<file path="src/rtl/tank_level_depletion_estimator_core_macros.svh">
// Assertion macros for the tank level depletion estimator.
// Used by the controller; expects i_clk and i_rst_n in scope.
`ifndef TANK_LEVEL_DEPLETION_ESTIMATOR_CORE_MACROS_SVH
`define TANK_LEVEL_DEPLETION_ESTIMATOR_CORE_MACROS_SVH

// Same-cycle implication, checked outside reset.
`define TLDE_ASSERT_IMPL(lbl, ante, cons, msg) \
    lbl: assert property (@(posedge i_clk) disable iff (!i_rst_n) (ante) |-> (cons)) \
        else $error(msg);

// Next-cycle implication, checked outside reset.
`define TLDE_ASSERT_NEXT(lbl, ante, cons, msg) \
    lbl: assert property (@(posedge i_clk) disable iff (!i_rst_n) (ante) |=> (cons)) \
        else $error(msg);

`endif

</file>
<file path="src/rtl/tlde_pkg.sv">
// Shared types and constants of the tank level depletion estimator.
// No dependencies; the RTL modules refer to it by scoped names.
`default_nettype none
package tlde_pkg;

    typedef struct packed {
        logic               func;
        logic [47:0]        now_ms;
        logic               valid_flag;
        logic               running_flag;
        logic signed [7:0]  level;
        logic [2:0]         fan_mode;
        logic [15:0]        target_setting;
        logic [15:0]        airflow_rate;
    } t_in_req;

    typedef struct packed {
        logic [2:0]  reason_code;
        logic [3:0]  intervals;
        logic [15:0] rate_per_hour;
        logic [31:0] hours_left;
        logic        finite_flag;
    } t_out_res;

    // Reason codes.
    localparam logic [2:0] R_COLLECTING = 3'd0;
    localparam logic [2:0] R_STALE      = 3'd1;
    localparam logic [2:0] R_STOPPED    = 3'd2;
    localparam logic [2:0] R_CHANGED    = 3'd3;
    localparam logic [2:0] R_REFILLED   = 3'd4;
    localparam logic [2:0] R_NO_DROP    = 3'd5;
    localparam logic [2:0] R_ESTIMATE   = 3'd6;

    // Configuration register indexes and reset values.
    localparam logic CFG_STALE_TIMEOUT = 1'b0;
    localparam logic CFG_MIN_WINDOW    = 1'b1;
    localparam logic [31:0] STALE_TIMEOUT_RST = 32'd15000;
    localparam logic [31:0] MIN_WINDOW_RST    = 32'd1800000;

    localparam logic        FUNC_ESTIMATE = 1'b1;
    localparam logic [21:0] MS_PER_HOUR   = 22'd3600000;
    localparam logic [6:0]  LEVEL_MAX     = 7'd100;
    localparam logic [6:0]  LEVEL_FLOOR   = 7'd10;
    localparam logic [7:0]  LEVEL_STEP    = 8'd5;
    localparam logic [15:0] AIR_TOL       = 16'd2;
    localparam logic [2:0]  MODE_MAX      = 3'd2;
    localparam logic [2:0]  MEDIAN_LAST   = 3'd4;
    localparam logic [2:0]  MEDIAN_FULL   = 3'd5;

    // Serial divider geometry.
    localparam int          DIV_NUM_W  = 63;
    localparam int          DIV_DEN_W  = 48;
    localparam int          DIV_Q_W    = 32;
    localparam logic [5:0]  RATE_STEPS = 6'd37;
    localparam logic [5:0]  HRS_STEPS  = 6'd63;

    typedef struct packed {
        logic load;
        logic decide;
        logic median;
        logic log_upd;
        logic est_chk;
        logic mul;
        logic rate_go;
        logic rate_wait;
        logic hrs_go;
        logic hrs_wait;
        logic emit;
    } t_cmd;

    typedef struct packed {
        logic func;
        logic go_median;
        logic est_go;
        logic chk_collect;
        logic div_done;
        logic rate_zero;
        logic out_free;
    } t_sts;

endpackage
`default_nettype wire

</file>
<file path="src/rtl/tank_level_depletion_estimator_core.sv">
// Top level of the tank level depletion estimator: controller plus datapath.
// Depends on tlde_pkg, tlde_ctrl, tlde_dp (and tlde_div below it).
//
//   channel  direction  handshake                 payload
//   in       input      i_in_valid / o_in_ready   i_in_req  (tlde_pkg::t_in_req)
//   out      output     o_out_valid / i_out_ready o_out_res (tlde_pkg::t_out_res)
//   cfg      input      i_cfg_we (no wait)        i_cfg_idx, i_cfg_data
//
// One request is worked on at a time. A feed passes decide and, once the median window
// is full, the median and log states. An estimate ends after decide when it answers at
// once, after the window check when that answers, after the rate division when the rate
// is zero, and else after both divisions on the shared serial divider (37 steps for
// the rate, 63 for the hours). Reset is synchronous, active low.
// A waiting result does not block new requests; only the next estimate result
// waits for the output register to be free.
`default_nettype none
module tank_level_depletion_estimator_core #(
    parameter int LOG_POINTS = 16
) (
    input  wire logic               i_clk,
    input  wire logic               i_rst_n,
    input  wire logic               i_in_valid,
    output logic                    o_in_ready,
    input  wire tlde_pkg::t_in_req  i_in_req,
    output logic                    o_out_valid,
    input  wire logic               i_out_ready,
    output tlde_pkg::t_out_res      o_out_res,
    input  wire logic               i_cfg_we,
    input  wire logic               i_cfg_idx,
    input  wire logic [31:0]        i_cfg_data
);
    tlde_pkg::t_cmd cmd;
    tlde_pkg::t_sts sts;

    tlde_ctrl u_ctrl (
        .i_clk      (i_clk),
        .i_rst_n    (i_rst_n),
        .i_in_valid (i_in_valid),
        .i_sts      (sts),
        .o_in_ready (o_in_ready),
        .o_cmd      (cmd)
    );

    tlde_dp #(
        .LOG_POINTS (LOG_POINTS)
    ) u_dp (
        .i_clk       (i_clk),
        .i_rst_n     (i_rst_n),
        .i_in_req    (i_in_req),
        .i_cfg_we    (i_cfg_we),
        .i_cfg_idx   (i_cfg_idx),
        .i_cfg_data  (i_cfg_data),
        .i_cmd       (cmd),
        .i_out_ready (i_out_ready),
        .o_sts       (sts),
        .o_out_valid (o_out_valid),
        .o_out_res   (o_out_res)
    );
endmodule
`default_nettype wire

</file>
<file path="src/rtl/tlde_div.sv">
// Restoring serial divider, one quotient bit per cycle, sticky saturation.
// Depends on tlde_pkg for its widths.
`default_nettype none
module tlde_div (
    input  wire logic                            i_clk,
    input  wire logic                            i_rst_n,
    input  wire logic                            i_start,
    input  wire logic [5:0]                      i_steps,
    input  wire logic [tlde_pkg::DIV_NUM_W-1:0]  i_num,
    input  wire logic [tlde_pkg::DIV_DEN_W-1:0]  i_den,
    output logic                                 o_done,
    output logic [tlde_pkg::DIV_Q_W-1:0]         o_q,
    output logic                                 o_sat
);
    localparam int NW = tlde_pkg::DIV_NUM_W;
    localparam int DW = tlde_pkg::DIV_DEN_W;
    localparam int QW = tlde_pkg::DIV_Q_W;

    logic [NW-1:0] r_num;
    logic [DW-1:0] r_den;
    logic [DW:0]   r_rem;
    logic [QW-1:0] r_q;
    logic          r_sat;
    logic [5:0]    r_cnt;
    logic          r_busy;
    logic          r_done;
    logic [DW:0]   rem_sh;
    logic          qbit;

    always_comb begin
        rem_sh = {r_rem[DW-1:0], r_num[NW-1]};
        qbit   = rem_sh >= {1'b0, r_den};
    end

    always_ff @(posedge i_clk) begin
        if (!i_rst_n) begin
            r_busy <= 1'b0;
            r_done <= 1'b0;
            r_cnt  <= '0;
        end else begin
            r_done <= 1'b0;
            if (i_start) begin
                r_busy <= 1'b1;
                r_cnt  <= i_steps;
            end else if (r_busy) begin
                r_cnt <= r_cnt - 6'd1;
                if (r_cnt == 6'd1) begin
                    r_busy <= 1'b0;
                    r_done <= 1'b1;
                end
            end
        end
    end

    always_ff @(posedge i_clk) begin
        if (i_start) begin
            r_num <= i_num;
            r_den <= i_den;
            r_rem <= '0;
            r_q   <= '0;
            r_sat <= 1'b0;
        end else if (r_busy) begin
            r_num <= {r_num[NW-2:0], 1'b0};
            r_rem <= qbit ? rem_sh - {1'b0, r_den} : rem_sh;
            r_q   <= {r_q[QW-2:0], qbit};
            // A bit pushed out of the top means the quotient no longer fits.
            r_sat <= r_sat | r_q[QW-1];
        end
    end

    assign o_done = r_done;
    assign o_q    = r_q;
    assign o_sat  = r_sat;
endmodule
`default_nettype wire

</file>
<file path="src/rtl/tlde_ctrl.sv">
// Sequencing state machine of the depletion estimator.
// Depends on tlde_pkg and the assertion macro header.
`default_nettype none
`include "tank_level_depletion_estimator_core_macros.svh"
module tlde_ctrl (
    input  wire logic           i_clk,
    input  wire logic           i_rst_n,
    input  wire logic           i_in_valid,
    input  wire tlde_pkg::t_sts i_sts,
    output logic                o_in_ready,
    output tlde_pkg::t_cmd      o_cmd
);
    typedef enum logic [11:0] {
        S_IDLE      = 12'b0000_0000_0001,
        S_DECIDE    = 12'b0000_0000_0010,
        S_MEDIAN    = 12'b0000_0000_0100,
        S_LOG       = 12'b0000_0000_1000,
        S_EST_CHK   = 12'b0000_0001_0000,
        S_MUL       = 12'b0000_0010_0000,
        S_RATE_GO   = 12'b0000_0100_0000,
        S_RATE_WAIT = 12'b0000_1000_0000,
        S_HRS_GO    = 12'b0001_0000_0000,
        S_HRS_WAIT  = 12'b0010_0000_0000,
        S_EMIT      = 12'b0100_0000_0000,
        S_SPARE     = 12'b1000_0000_0000
    } t_state;

    t_state r_state;
    t_state n_state;

    always_comb begin
        n_state = r_state;
        o_cmd   = '0;
        unique case (r_state)
            S_IDLE: begin
                o_cmd.load = i_in_valid;
                if (i_in_valid) n_state = S_DECIDE;
            end
            S_DECIDE: begin
                o_cmd.decide = 1'b1;
                if (i_sts.func == tlde_pkg::FUNC_ESTIMATE) begin
                    n_state = i_sts.est_go ? S_EST_CHK : S_EMIT;
                end else begin
                    n_state = i_sts.go_median ? S_MEDIAN : S_IDLE;
                end
            end
            S_MEDIAN: begin
                o_cmd.median = 1'b1;
                n_state = S_LOG;
            end
            S_LOG: begin
                o_cmd.log_upd = 1'b1;
                n_state = S_IDLE;
            end
            S_EST_CHK: begin
                o_cmd.est_chk = 1'b1;
                n_state = i_sts.chk_collect ? S_EMIT : S_MUL;
            end
            S_MUL: begin
                o_cmd.mul = 1'b1;
                n_state = S_RATE_GO;
            end
            S_RATE_GO: begin
                o_cmd.rate_go = 1'b1;
                n_state = S_RATE_WAIT;
            end
            S_RATE_WAIT: begin
                o_cmd.rate_wait = 1'b1;
                if (i_sts.div_done) n_state = i_sts.rate_zero ? S_EMIT : S_HRS_GO;
            end
            S_HRS_GO: begin
                o_cmd.hrs_go = 1'b1;
                n_state = S_HRS_WAIT;
            end
            S_HRS_WAIT: begin
                o_cmd.hrs_wait = 1'b1;
                if (i_sts.div_done) n_state = S_EMIT;
            end
            S_EMIT: begin
                o_cmd.emit = 1'b1;
                if (i_sts.out_free) n_state = S_IDLE;
            end
            S_SPARE: n_state = S_IDLE;
            default: n_state = S_IDLE;
        endcase
    end

    always_ff @(posedge i_clk) begin
        if (!i_rst_n) begin
            r_state <= S_IDLE;
        end else begin
            r_state <= n_state;
        end
    end

    assign o_in_ready = (r_state == S_IDLE);

    `TLDE_ASSERT_IMPL(a_div_done_in_wait, i_sts.div_done,
        (r_state == S_RATE_WAIT || r_state == S_HRS_WAIT), "divider finished outside a wait")
    `TLDE_ASSERT_NEXT(a_accept_decides, (r_state == S_IDLE && i_in_valid),
        (r_state == S_DECIDE), "accepted request not decided next cycle")
    `TLDE_ASSERT_NEXT(a_emit_returns, (r_state == S_EMIT && i_sts.out_free),
        (r_state == S_IDLE), "emitted result did not return to idle")
endmodule
`default_nettype wire

</file>
<file path="src/rtl/tlde_dp.sv">
// Datapath: session state, median filter, point log memory and estimate maths.
// Depends on tlde_pkg and tlde_div.
`default_nettype none
module tlde_dp #(
    parameter int LOG_POINTS = 16
) (
    input  wire logic               i_clk,
    input  wire logic               i_rst_n,
    input  wire tlde_pkg::t_in_req  i_in_req,
    input  wire logic               i_cfg_we,
    input  wire logic               i_cfg_idx,
    input  wire logic [31:0]        i_cfg_data,
    input  wire tlde_pkg::t_cmd     i_cmd,
    input  wire logic               i_out_ready,
    output tlde_pkg::t_sts          o_sts,
    output logic                    o_out_valid,
    output tlde_pkg::t_out_res      o_out_res
);
    localparam int IW = (LOG_POINTS > 2) ? $clog2(LOG_POINTS) : 1;
    localparam int CW = $clog2(LOG_POINTS + 1);

    tlde_pkg::t_in_req  r_in;
    tlde_pkg::t_out_res r_res;
    tlde_pkg::t_out_res r_out;
    logic               r_out_valid;

    logic [31:0] r_stale_to;
    logic [31:0] r_min_win;

    logic [6:0]  r_smp [5];
    logic [2:0]  r_wpos;
    logic [2:0]  r_fill;
    logic        r_active;
    logic [1:0]  r_held_mode;
    logic [15:0] r_held_tgt;
    logic [15:0] r_held_air;
    logic [47:0] r_last_t;
    logic [6:0]  r_lm;
    logic [6:0]  r_newest;
    logic [CW-1:0] r_cnt;
    logic [IW-1:0] r_head;
    logic [2:0]  r_last_reason;
    logic [6:0]  r_med;

    logic [47:0] r_pt_t [LOG_POINTS];
    logic [6:0]  r_pt_l [LOG_POINTS];
    logic [47:0] r_rd_t;
    logic [6:0]  r_rd_l;

    logic [6:0]  r_drop;
    logic [47:0] r_span;
    logic [28:0] r_denom;
    logic [54:0] r_hnum;

    // Decode of the held request.
    logic        bad, stop, gap, changed, restart;
    logic [2:0]  why;
    logic [15:0] air_d;
    logic [2:0]  wpos_eff, fill_eff;
    logic [8:0]  cnt_m1;
    logic        est_go;
    logic [3:0]  ints;

    always_comb begin
        bad  = !r_in.valid_flag || r_in.level < 0 ||
               r_in.level > $signed({1'b0, tlde_pkg::LEVEL_MAX});
        stop = !r_in.running_flag || r_in.fan_mode > tlde_pkg::MODE_MAX ||
               r_in.level <= $signed({1'b0, tlde_pkg::LEVEL_FLOOR});
        gap  = (r_in.now_ms > r_last_t) && ((r_in.now_ms - r_last_t) > {16'd0, r_stale_to});
        air_d = (r_in.airflow_rate > r_held_air) ? r_in.airflow_rate - r_held_air
                                                 : r_held_air - r_in.airflow_rate;
        changed = (r_in.fan_mode[1:0] != r_held_mode) || (r_in.target_setting != r_held_tgt) ||
                  (r_in.fan_mode == 3'd0 && air_d > tlde_pkg::AIR_TOL);
        restart = r_active && (gap || changed);
        why = !r_active ? tlde_pkg::R_COLLECTING :
              gap       ? tlde_pkg::R_STALE : tlde_pkg::R_CHANGED;
        wpos_eff = restart ? 3'd0 : r_wpos;
        fill_eff = restart ? 3'd0 : r_fill;
        cnt_m1 = 9'(r_cnt) - 9'd1;
        est_go = r_active && !gap && (9'(r_cnt) >= 9'd2);
        ints   = (cnt_m1 > 9'd15) ? 4'hF : cnt_m1[3:0];
    end

    // Median of five by rank: each sample counts those ordered below it.
    logic [2:0] v_rank [5];
    logic [6:0] med_sel;
    always_comb begin
        med_sel = '0;
        for (int i = 0; i < 5; i++) begin
            v_rank[i] = '0;
            for (int j = 0; j < 5; j++) begin
                if (j != i && (r_smp[j] < r_smp[i] || (r_smp[j] == r_smp[i] && j < i)))
                    v_rank[i] = v_rank[i] + 3'd1;
            end
            if (v_rank[i] == 3'd2) med_sel = r_smp[i];
        end
    end

    // Log update.
    logic          refill, take, full;
    logic [CW-1:0] cnt_eff, cnt_base;
    logic [IW:0]   h1, head_sum;
    logic [IW-1:0] head_nx, wr_idx;
    always_comb begin
        refill   = (r_cnt != '0) && ({1'b0, r_med} >= {1'b0, r_lm} + tlde_pkg::LEVEL_STEP);
        cnt_eff  = refill ? '0 : r_cnt;
        take     = (cnt_eff == '0) ||
                   ({1'b0, r_med} + tlde_pkg::LEVEL_STEP <= {1'b0, r_newest});
        full     = (cnt_eff == CW'(LOG_POINTS));
        h1       = {1'b0, r_head} + (IW+1)'(1);
        head_nx  = !full ? r_head :
                   (h1 >= (IW+1)'(LOG_POINTS)) ? IW'(h1 - (IW+1)'(LOG_POINTS)) : h1[IW-1:0];
        cnt_base = full ? CW'(LOG_POINTS - 1) : cnt_eff;
        head_sum = {1'b0, head_nx} + (IW+1)'(cnt_base);
        wr_idx   = (head_sum >= (IW+1)'(LOG_POINTS)) ?
                   IW'(head_sum - (IW+1)'(LOG_POINTS)) : head_sum[IW-1:0];
    end

    // Estimate window checks on the oldest point.
    logic [6:0]  drop;
    logic [47:0] span;
    logic        collect;
    logic [6:0]  lm10;
    always_comb begin
        drop    = (r_rd_l > r_lm) ? r_rd_l - r_lm : 7'd0;
        span    = r_in.now_ms - r_rd_t;
        collect = (drop < tlde_pkg::LEVEL_FLOOR) || (r_in.now_ms <= r_rd_t) ||
                  (span < {16'd0, r_min_win});
        lm10    = (r_lm > tlde_pkg::LEVEL_FLOOR) ? r_lm - tlde_pkg::LEVEL_FLOOR : 7'd0;
    end

    // Shared divider.
    logic                           div_start, div_done, div_sat;
    logic [5:0]                     div_steps;
    logic [tlde_pkg::DIV_NUM_W-1:0] div_num;
    logic [tlde_pkg::DIV_DEN_W-1:0] div_den;
    logic [tlde_pkg::DIV_Q_W-1:0]   div_q;
    logic                           rate_zero;
    always_comb begin
        div_start = i_cmd.rate_go | i_cmd.hrs_go;
        div_steps = i_cmd.rate_go ? tlde_pkg::RATE_STEPS : tlde_pkg::HRS_STEPS;
        div_num   = i_cmd.rate_go ? {r_denom, 34'd0} : {r_hnum, 8'd0};
        div_den   = i_cmd.rate_go ? r_span : {19'd0, r_denom};
        rate_zero = (div_q == '0) && !div_sat;
    end

    tlde_div u_div (
        .i_clk   (i_clk),
        .i_rst_n (i_rst_n),
        .i_start (div_start),
        .i_steps (div_steps),
        .i_num   (div_num),
        .i_den   (div_den),
        .o_done  (div_done),
        .o_q     (div_q),
        .o_sat   (div_sat)
    );

    // Configuration.
    always_ff @(posedge i_clk) begin
        if (!i_rst_n) begin
            r_stale_to <= tlde_pkg::STALE_TIMEOUT_RST;
            r_min_win  <= tlde_pkg::MIN_WINDOW_RST;
        end else if (i_cfg_we) begin
            unique case (i_cfg_idx)
                tlde_pkg::CFG_STALE_TIMEOUT: r_stale_to <= i_cfg_data;
                tlde_pkg::CFG_MIN_WINDOW:    r_min_win  <= i_cfg_data;
                default: ;
            endcase
        end
    end

    // Session control state.
    always_ff @(posedge i_clk) begin
        if (!i_rst_n) begin
            r_active      <= 1'b0;
            r_held_mode   <= '0;
            r_held_tgt    <= '0;
            r_held_air    <= '0;
            r_last_t      <= '0;
            r_lm          <= '0;
            r_cnt         <= '0;
            r_head        <= '0;
            r_wpos        <= '0;
            r_fill        <= '0;
            r_last_reason <= tlde_pkg::R_COLLECTING;
        end else if (i_cmd.decide && r_in.func != tlde_pkg::FUNC_ESTIMATE) begin
            if (bad || stop) begin
                r_active      <= 1'b0;
                r_held_mode   <= '0;
                r_held_tgt    <= '0;
                r_held_air    <= '0;
                r_last_t      <= '0;
                r_lm          <= '0;
                r_cnt         <= '0;
                r_head        <= '0;
                r_wpos        <= '0;
                r_fill        <= '0;
                r_last_reason <= bad ? tlde_pkg::R_STALE : tlde_pkg::R_STOPPED;
            end else begin
                if (!r_active || restart) begin
                    r_active      <= 1'b1;
                    r_held_mode   <= r_in.fan_mode[1:0];
                    r_held_tgt    <= r_in.target_setting;
                    r_held_air    <= r_in.airflow_rate;
                    r_last_reason <= why;
                end
                if (restart) begin
                    r_lm   <= '0;
                    r_cnt  <= '0;
                    r_head <= '0;
                end
                r_last_t <= r_in.now_ms;
                r_wpos   <= (wpos_eff == tlde_pkg::MEDIAN_LAST) ? 3'd0 : wpos_eff + 3'd1;
                r_fill   <= (fill_eff == tlde_pkg::MEDIAN_FULL) ? fill_eff : fill_eff + 3'd1;
            end
        end else if (i_cmd.log_upd) begin
            if (refill) r_last_reason <= tlde_pkg::R_REFILLED;
            r_lm <= r_med;
            if (take) begin
                r_head <= head_nx;
                r_cnt  <= cnt_base + CW'(1);
            end else begin
                r_cnt <= cnt_eff;
            end
        end
    end

    // Payload registers.
    always_ff @(posedge i_clk) begin
        if (i_cmd.load) r_in <= i_in_req;
        if (i_cmd.decide && r_in.func != tlde_pkg::FUNC_ESTIMATE && !bad && !stop)
            r_smp[wpos_eff] <= r_in.level[6:0];
        if (i_cmd.median) r_med <= med_sel;
        if (i_cmd.log_upd && take) r_newest <= r_med;
        if (i_cmd.est_chk) begin
            r_drop <= drop;
            r_span <= span;
        end
        if (i_cmd.mul) begin
            r_denom <= {22'd0, r_drop} * {7'd0, tlde_pkg::MS_PER_HOUR};
            r_hnum  <= {48'd0, lm10} * {7'd0, r_span};
        end
        if (i_cmd.decide) begin
            r_res.reason_code   <= (r_active && gap) ? tlde_pkg::R_STALE : r_last_reason;
            r_res.intervals     <= est_go ? ints : 4'd0;
            r_res.rate_per_hour <= '0;
            r_res.hours_left    <= '0;
            r_res.finite_flag   <= 1'b0;
        end
        if (i_cmd.est_chk && collect) r_res.reason_code <= tlde_pkg::R_COLLECTING;
        if (i_cmd.rate_wait && div_done) begin
            if (rate_zero) begin
                r_res.reason_code <= tlde_pkg::R_NO_DROP;
            end else begin
                r_res.rate_per_hour <= (div_sat || div_q[31:16] != '0) ? 16'hFFFF
                                                                       : div_q[15:0];
            end
        end
        if (i_cmd.hrs_wait && div_done) begin
            r_res.hours_left  <= div_sat ? 32'hFFFF_FFFF : div_q;
            r_res.reason_code <= tlde_pkg::R_ESTIMATE;
            r_res.finite_flag <= 1'b1;
        end
    end

    // Point log memory; the oldest point is read every cycle.
    always_ff @(posedge i_clk) begin
        if (i_cmd.log_upd && take) begin
            r_pt_t[wr_idx] <= r_in.now_ms;
            r_pt_l[wr_idx] <= r_med;
        end
        r_rd_t <= r_pt_t[r_head];
        r_rd_l <= r_pt_l[r_head];
    end

    // Output register.
    logic out_free;
    assign out_free = !r_out_valid || i_out_ready;
    always_ff @(posedge i_clk) begin
        if (!i_rst_n) begin
            r_out_valid <= 1'b0;
        end else if (i_cmd.emit && out_free) begin
            r_out_valid <= 1'b1;
        end else if (i_out_ready) begin
            r_out_valid <= 1'b0;
        end
    end
    always_ff @(posedge i_clk) begin
        if (i_cmd.emit && out_free) r_out <= r_res;
    end

    always_comb begin
        o_sts.func        = r_in.func;
        o_sts.go_median   = !bad && !stop && (fill_eff >= tlde_pkg::MEDIAN_LAST);
        o_sts.est_go      = est_go;
        o_sts.chk_collect = collect;
        o_sts.div_done    = div_done;
        o_sts.rate_zero   = rate_zero;
        o_sts.out_free    = out_free;
    end

    assign o_out_valid = r_out_valid;
    assign o_out_res   = r_out;
endmodule
`default_nettype wire

</file>
<file path="config.mk">
export PLATFORM = sky130hd
export DESIGN_NAME = tank_level_depletion_estimator_core
export DESIGN_NICKNAME = d
export VERILOG_FILES = /design/src/rtl/tlde_pkg.sv /design/src/rtl/tank_level_depletion_estimator_core.sv /design/src/rtl/tlde_div.sv /design/src/rtl/tlde_ctrl.sv /design/src/rtl/tlde_dp.sv
export VERILOG_INCLUDE_DIRS = /design/src /design/src/rtl
export SDC_FILE = /design/constraint.sdc
export NUM_CORES = 2
export LEC_CHECK = 0
export BUFFER_PORTS_ARGS = -buffer_cell sky130_fd_sc_hd__buf_2
export CORE_MARGIN = 2
export CORE_UTILIZATION = 50
export DETAILED_ROUTE_END_ITERATION = 7
export PLACE_DENSITY = 0.63
export RECOVER_POWER = 50
export SETUP_SLACK_MARGIN = 0.15
export SYNTH_ARGS = -nofsm -noshare
export SYNTH_HDL_FRONTEND = slang
export SYNTH_HIERARCHICAL = 1
export SYNTH_SLANG_ARGS = --single-unit
</file>
<file path="constraint.sdc">
create_clock -name i_clk -period 9.1 [get_ports i_clk]
set_input_delay 0.455 -clock i_clk [delete_from_list [all_inputs] [get_ports i_clk]]
set_output_delay 0.455 -clock i_clk [all_outputs]
set_load 0.02 [all_outputs]
</file>
== After elaboration in Yosys (flattened, before gate mapping) ==
Memory sizes are Yosys's and may differ from the RTL's. A register that Yosys moved wholly into a read port is not among the register bits.
Index checks and enable logic that the tools add are counted.
Operators by class
  $add $sub $neg: 33
  $mul: 2
  divide/modulo/power cells: 0
  order comparisons: 41
  eq/ne operators: 38
  shift-type cells: 0
  muxes and demuxes: 121
  bitwise logic cells: 6
  reductions and logical operators: 70
Operator list (count)
  two-way mux 63 bit: 3
  subtractor 48 bit: 3
  < comparator 7 bit: 20
  two-way mux 16 bit: 8
  one-hot mux 12 bit (10 select lines): 1
  two-way mux 3 bit: 32
  two-way mux 48 bit: 2
  two-way mux 7 bit: 11
  == test 7 bit: 10
  two-way mux 12 bit: 5
  two-way mux 56 bit: 1
  multiplier 7 x 48 -> 55 bit: 1
  >= comparator 49 x 48 -> 1 bit: 1
  greater-than comparator 48 x 32 -> 1 bit: 1
  greater-than comparator 48 bit: 1
  less-or-equal comparator 48 bit: 1
  < comparator 48 x 32 -> 1 bit: 1
  two-way mux 4 bit: 10
  two-way mux 5 bit: 8
  adder 3 x 1 -> 3 bit (second input constant): 13
  two-way mux 11 bit: 3
  two-way mux 33 bit: 1
  logical NOT 32 bit: 1
  two-way mux 32 bit: 1
  66 further kinds: 172
Word-level totals
  flip-flop bits (word level): 737
  latch bits: 0
  bits in writable memories: 915
  bits in read-only memories: 0
  input bits: 132
  word-level logic and storage cells: 363
  memories kept: 3
Memories
  u_dp.r_pt_t: depth 16, width 48, read ports 1, clocked after Yosys merged registers in 1, write ports 1, RTL line tlde_dp.sv:45  | logic [47:0] r_pt_t [LOG_POINTS];
  u_dp.r_pt_l: depth 16, width 7, read ports 1, clocked after Yosys merged registers in 1, write ports 1, RTL line tlde_dp.sv:46  | logic [6:0] r_pt_l [LOG_POINTS];
  u_dp.r_smp: depth 5, width 7, read ports 5, clocked after Yosys merged registers in 0, write ports 1, RTL line tlde_dp.sv:30  | logic [6:0] r_smp [5];

== Depth between registers and ports, before layout ==
An unclocked memory read counts as a cell.
  word-level depth: 15
  mapped depth: 30
  gate-level depth less buffers: 28

== Cells and area by module ==
Netlist, hierarchy kept.
By module, submodules not included
  tlde_dp: times used 1, cells an instance 6085, area an instance 79740.2 µm², sequential area each 42410.7 µm²
  tlde_div: times used 1, cells an instance 1049, area an instance 10721.5 µm², sequential area each 5114.9 µm²
  tlde_ctrl: times used 1, cells an instance 94, area an instance 802.0 µm², sequential area each 220.2 µm²

== Least setup slack after synthesis ==
OpenSTA, ideal clock, no wires.
  kind: reg2reg
  start: register u_dp.r_med[0]
  end: memory u_dp.r_pt_l[9][0], enable pin
  library setup time: 0.468 ns
  data arrival time: 6.852 ns
  required time: 8.632 ns
  slack: 1.780 ns
  cell stages (with the launch flop): 23
  buffers on the path: 1
  clock period less this slack: 7.320 ns
  cells stage by stage: edfxtp_1 -> inv_1 -> ha_1 -> nand2b_1 -> a21o_1 -> a21o_1 -> a21o_1 -> a21o_1 -> a211oi_1 -> or2_2 -> clkbuf_1 -> nand2_1 -> ha_1 -> and2_1 -> o211ai_1 -> mux2i_1 -> inv_1 -> ha_1 -> inv_1 -> o21bai_1 -> a21oi_1 -> mux2i_1 -> nor2_1
Between the ends
  longest elaborated chain between the ends: 8
  elaborated cells between the ends (all ways): 17
RTL lines
  start, declared: RTL line tlde_dp.sv:43  | logic [6:0] r_med;
  start signal, assigned: RTL line tlde_dp.sv:234  | if (i_cmd.median) r_med <= med_sel;
  >= comparator 7 x 8 -> 1 bit: RTL line tlde_dp.sv:105  | refill = (r_cnt != '0) && ({1'b0, r_med} >= {1'b0, r_lm} + tlde_pkg::LEVEL_STEP);
  logical AND 1 bit: RTL line tlde_dp.sv:105
  two-way mux 5 bit: RTL line tlde_dp.sv:106  | cnt_eff = refill ? '0 : r_cnt;
  == test 5 bit / logical NOT 5 bit (equally long branches): RTL line tlde_dp.sv:109, tlde_dp.sv:107
  two-way mux 4 bit (tied with other cells): RTL line tlde_dp.sv:111  | head_nx = !full ? r_head :
  adder 4 x 5 -> 5 bit / logical AND 1 bit (equally long branches): RTL line tlde_dp.sv:114, tlde_dp.sv:269
  subtractor 4 x 1 -> 4 bit (tied with other cells): RTL line tlde_dp.sv:116  | IW'(head_sum - (IW+1)'(LOG_POINTS)) : head_sum[IW-1:0];
  two-way mux 4 bit / two-way mux 1 bit (equally long branches): RTL line tlde_dp.sv:115, tlde_dp.sv:271
  end, declared: RTL line tlde_dp.sv:46
Parallel ways exist; a longest one is shown, timed or not.

== Final worst setup path ==
  start: register u_dp.r_lm[1]
  end: register u_dp.r_hnum[53] (data pin)
Between the ends
  longest elaborated chain between the ends: 3
  elaborated cells between the ends (all ways): 4
RTL lines
  start, declared: RTL line tlde_dp.sv:38  | logic [6:0] r_lm;
  start signal, assigned: RTL line tlde_dp.sv:219  | r_lm <= r_med;
  subtractor 7 x 4 -> 7 bit / greater-than comparator 7 x 4 -> 1 bit (equally long branches): RTL line tlde_dp.sv:129  | lm10 = (r_lm > tlde_pkg::LEVEL_FLOOR) ? r_lm - tlde_pkg::LEVEL_FLOOR : 7'd0;
  two-way mux 7 bit (*): RTL line tlde_dp.sv:129
  multiplier 7 x 48 -> 55 bit (*): RTL line tlde_dp.sv:242  | r_hnum <= {48'd0, lm10} * {7'd0, r_span};
  end signal, assigned: RTL line tlde_dp.sv:242
  end, declared: RTL line tlde_dp.sv:53  | logic [54:0] r_hnum;
Every way passes the cells marked *; elsewhere a longest branch is shown, timed or not.
A chain may end at the register's enable or synchronous reset.

==> run_results.csv <==
group,metric,value,unit
yosys,synth.distinct_cells,101,
routing,vias,58288,
global_route,overflow,0,
global_route,global_route.usage.total,24.4,%
floorplanning,die_y,431,µm
clock_tree,clkSinkCount,1706,
setup_path,cp-end-kind,"flip-flop",
yosys,synthArstFlopShare,0,%
routing,antenna_left,0,
timing,hold_viol,0,
placed_design,gp_congestion,0.919,
min_path,hp-class,"in -> reg",
power_and_ir_drop,peakVddDrop,0.199,mV
timing,slew_violations,698,
timing,fin_crit_sh,91.8,%
clock_tree,ctsHoldBuffers,127,
routing,wire_per_inst,22.6,µm
setup_path,crit_fanout,15,
cells_and_area,areaGrowthSynthToFinish,11.7,%
run,drv_cap,15,
yosys,ys_seq_area_share,52.3,%
power_and_ir_drop,switchingPower,4.21,mW
clock_tree,ctsLongestPathBuffers,3,
floorplanning,initial_core_util,50.4,%
outcome,violations,"capacitance limit, slew limit",
timing,max_freq,0.120,GHz
clock_tree,path_clk_slew,0.06,ns
routing,drc_errors,0,
timing,tightest_slew,4.15,ns
cells_and_area,final_layout_size_suffix_gt1_share,11.8,%
routing,drt_iter0_markers,4922,
global_route,grt_pass1_vias,59031,
power_and_ir_drop,netSwitchingFraction,24.1,%
placed_design,place_area,95000,µm²
power_and_ir_drop,combPwrFrac,8.4,%
clock_tree,clkLatencyLatePin,0.86,ns
yosys,syn_inst,7228,
global_route,antenna_found_initial,11,
floorplanning,ios,190,
yosys,ys_ff_latch,1706,
yosys,synth_area,91300,µm²
clock_tree,cts_tree,"built",
timing,period_minus_slack,8.35,ns
setup_path,cp-start-kind,"flip-flop",
placed_design,io_buffer_count,189,
power_and_ir_drop,powerDensity,171,nW/µm²
clock_tree,htreeDepth,4,
routing,vias_per_cell,5.81,
routing,drt_wl_total,227000,µm
floorplanning,die_area,186000,µm²
floorplanning,core.rowCount,156,
yosys,synth_edf_count,1358,
global_route,grt_max_degree,149,
setup_path,required,9.66,ns
cells_and_area,fin_area,102000,µm²
timing,setup_viol,0,
timing,finalClockSkew,0.0950,ns
clock_tree,cts_resized,0,
timing,rsz0062_at_grt,"false",
clock_tree,cts_root_buf,"clkbuf_16",
routing,first_pass_iters,8,
floorplanning,coreArea,181000,µm²
outcome,outcome,"finished, violations left",
floorplanning,die_w,431,µm
setup_path,cp_data_arrival_time,8.91,ns
cells_and_area,nNetsFinal,8390,
timing,max-slew-margin-rel,-177,%
power_and_ir_drop,pwr-share-clk,41.8,%
yosys,yosys_warnings,6,
timing,setup_tns,0,ns
clock_tree,numCtsBuffers,175,
global_route,grt_pass1_wl,351000,µm
power_and_ir_drop,power_frac_seq,49.8,%
placed_design,hpwlAfterDp,154000,µm
setup_path,crit_type,"reg -> reg",
yosys,synth_ff_type,"edfxtp_1",
yosys,syn_avg_cell_area,12.6,µm²
power_and_ir_drop,p_int,13.3,mW
clock_tree,postCtsSetupBuffers,0,
power_and_ir_drop,p_leak,38.3,nW
==> final cells by class <==
type	instances	area [µm²]
fill	14761	79200
sequential	1706	47800
multi-input combinational	4614	40100
clock buffer	232	4730
tap	2370	2970
timing repair buffer	416	2940
inverter	597	2240
clock inverter	96	1190
antenna	2	5.00
==> layout by cell type (no fill, tap or decap), drive strengths merged, types with 143 or more instances in the layout <==
cell / n
and2: 292
a21oi: 347
nand2: 477
nand3: 143
nor2: 369
dfxtp: 348
clkbuf: 344
inv: 605
mux4: 277
o21ai: 207
edfxtp: 1358
ha: 481
fa: 267
xnor2: 155
buf: 177
==> cells by family after synthesis <==
group,Yosys count,share of synthesized area (%)
AOI/OAI and AO/OA,1304,9.64
xor gates and xnor gates,244,2.34
adders and majority gates,748,12.5
buffers and inverters,917,3.92
DFF,1706,52.3
muxes,455,8.94
other,2,0.00823
and+or+nand+nor,1852,10.4
==> cells in the mapped netlist (51+ instances only) <==
| cell type | instances | area (µm²) |
|---|---|---|
| o21ai_0 | 197 | 986 |
| clkbuf_1 | 251 | 942 |
| nor3_1 | 76 | 380 |
| a21boi_0 | 110 | 826 |
| and3_1 | 51 | 319 |
| xor2_1 | 89 | 780 |
| mux2_2 | 109 | 1230 |
| nand2_1 | 477 | 1790 |
| a21o_1 | 127 | 953 |
| and2_1 | 290 | 1810 |
| nand2b_1 | 64 | 400 |
| dfxtp_1 | 348 | 6970 |
| nand4_1 | 77 | 482 |
| mux2i_1 | 69 | 691 |
| nor2_1 | 369 | 1390 |
| o21a_1 | 78 | 586 |
| fa_1 | 267 | 5350 |
| xnor2_1 | 155 | 1360 |
| nor2b_1 | 133 | 832 |
| o211ai_1 | 57 | 428 |
| mux4_2 | 277 | 6240 |
| a21oi_1 | 343 | 1720 |
| nand3_1 | 142 | 711 |
| edfxtp_1 | 1358 | 40800 |
| a211oi_1 | 60 | 450 |
| ha_1 | 481 | 6020 |
| inv_1 | 597 | 2240 |
==> per-layer routing <==
layer / up-vias / track usage (%) / share of wire (%)
met5: - / 0 / 0
met4: 0 / 7.89 / 3.1
met3: 328 / 2.84 / 5.2
met2: 1647 / 39.7 / 47
met1: 29285 / 34.5 / 44
li1: 27028 / - / -
==> worst max-delay path, cell delays in order (launching register included) <==
cell and delay, ns:
dfxtp_1 0.43, inv_1 0.14, ha_1 0.24, a2111oi_0 0.62, nor4_1 0.09, buf_4 0.19
nor2_2 0.68, buf_4 0.27, and2_1 0.16, fa_1 0.39, inv_1 0.09, fa_1 0.39
inv_1 0.08, fa_1 0.42, fa_1 0.44, ha_1 0.36, o21a_1 0.21, o21ai_0 0.32
a2111oi_0 0.18, a21o_1 0.23, a221oi_1 0.60, o41a_1 0.31, o21ai_0 0.20, o221ai_1 0.35
o21ai_0 0.24, a221oi_1 0.37, xnor2_1 0.10
==> per-stage QoR <==
stage / worst slack (ns) / power [mW] / util, % / instances / hold WS (ns)
after floorplan: 1.78 / 9.81 / - / 7237 / 0.400
after global routing: 0.170 / 18.1 / 56.3 / 10032 / 0.0344
after global placement: 1.03 / 10.3 / 52.5 / 9576 / 0.403
after CTS: 0.813 / 17.6 / 56.4 / 10031 / 0.00350
final: 0.748 / 17.5 / 56.3 / 10033 / 0.0621
after detailed placement: 0.825 / 10.3 / 52.5 / 9576 / 0.405
==> power groups by stage <==
stage	Sequential [mW]	Clock, mW	Combinational [mW]
2_1_floorplan	8.84	0	0.972
3_3_place_gp	8.86	0	1.40
4_1_cts	8.70	7.47	1.46
3_5_place_dp	8.87	0	1.41
6_report	8.71	7.30	1.46
5_1_grt	8.72	7.77	1.62
==> state kept, by name, summed over array words and instances, names as in the netlist, 11 cells and up <==
register          count
u_dp/r_pt_t         768
u_dp/r_pt_l         112
u_dp/r_in            93
u_dp/u_div/r_num     63
u_dp/o_out_res       56
u_dp/r_res           56
u_dp/r_hnum          55
u_dp/r_last_t        48
u_dp/r_rd_t          48
u_dp/r_span          48
u_dp/u_div/r_den     48
u_dp/u_div/r_rem     48
u_dp/r_smp           35
u_dp/r_min_win       32
u_dp/r_stale_to      32
u_dp/u_div/o_q       32
u_dp/r_denom         22
u_dp/r_held_air      16
u_dp/r_held_tgt      16
u_ctrl/r_state       11
==> path summary, 6_finish.rpt <==
check	from	end	slack [ns]	depth (start not counted)
max	u_dp/r_lm[1]	u_dp/r_hnum[53]	0.75	26
min	i_cfg_data[28]	u_dp/r_min_win[28]	0.06	3
max reg2reg	u_dp/r_lm[1]	u_dp/r_hnum[53]	0.75	26
min reg2reg	u_dp/r_res[7]	u_dp/o_out_res[7]	0.42	0
No activity file was read; power rests on OpenSTA's default activity.
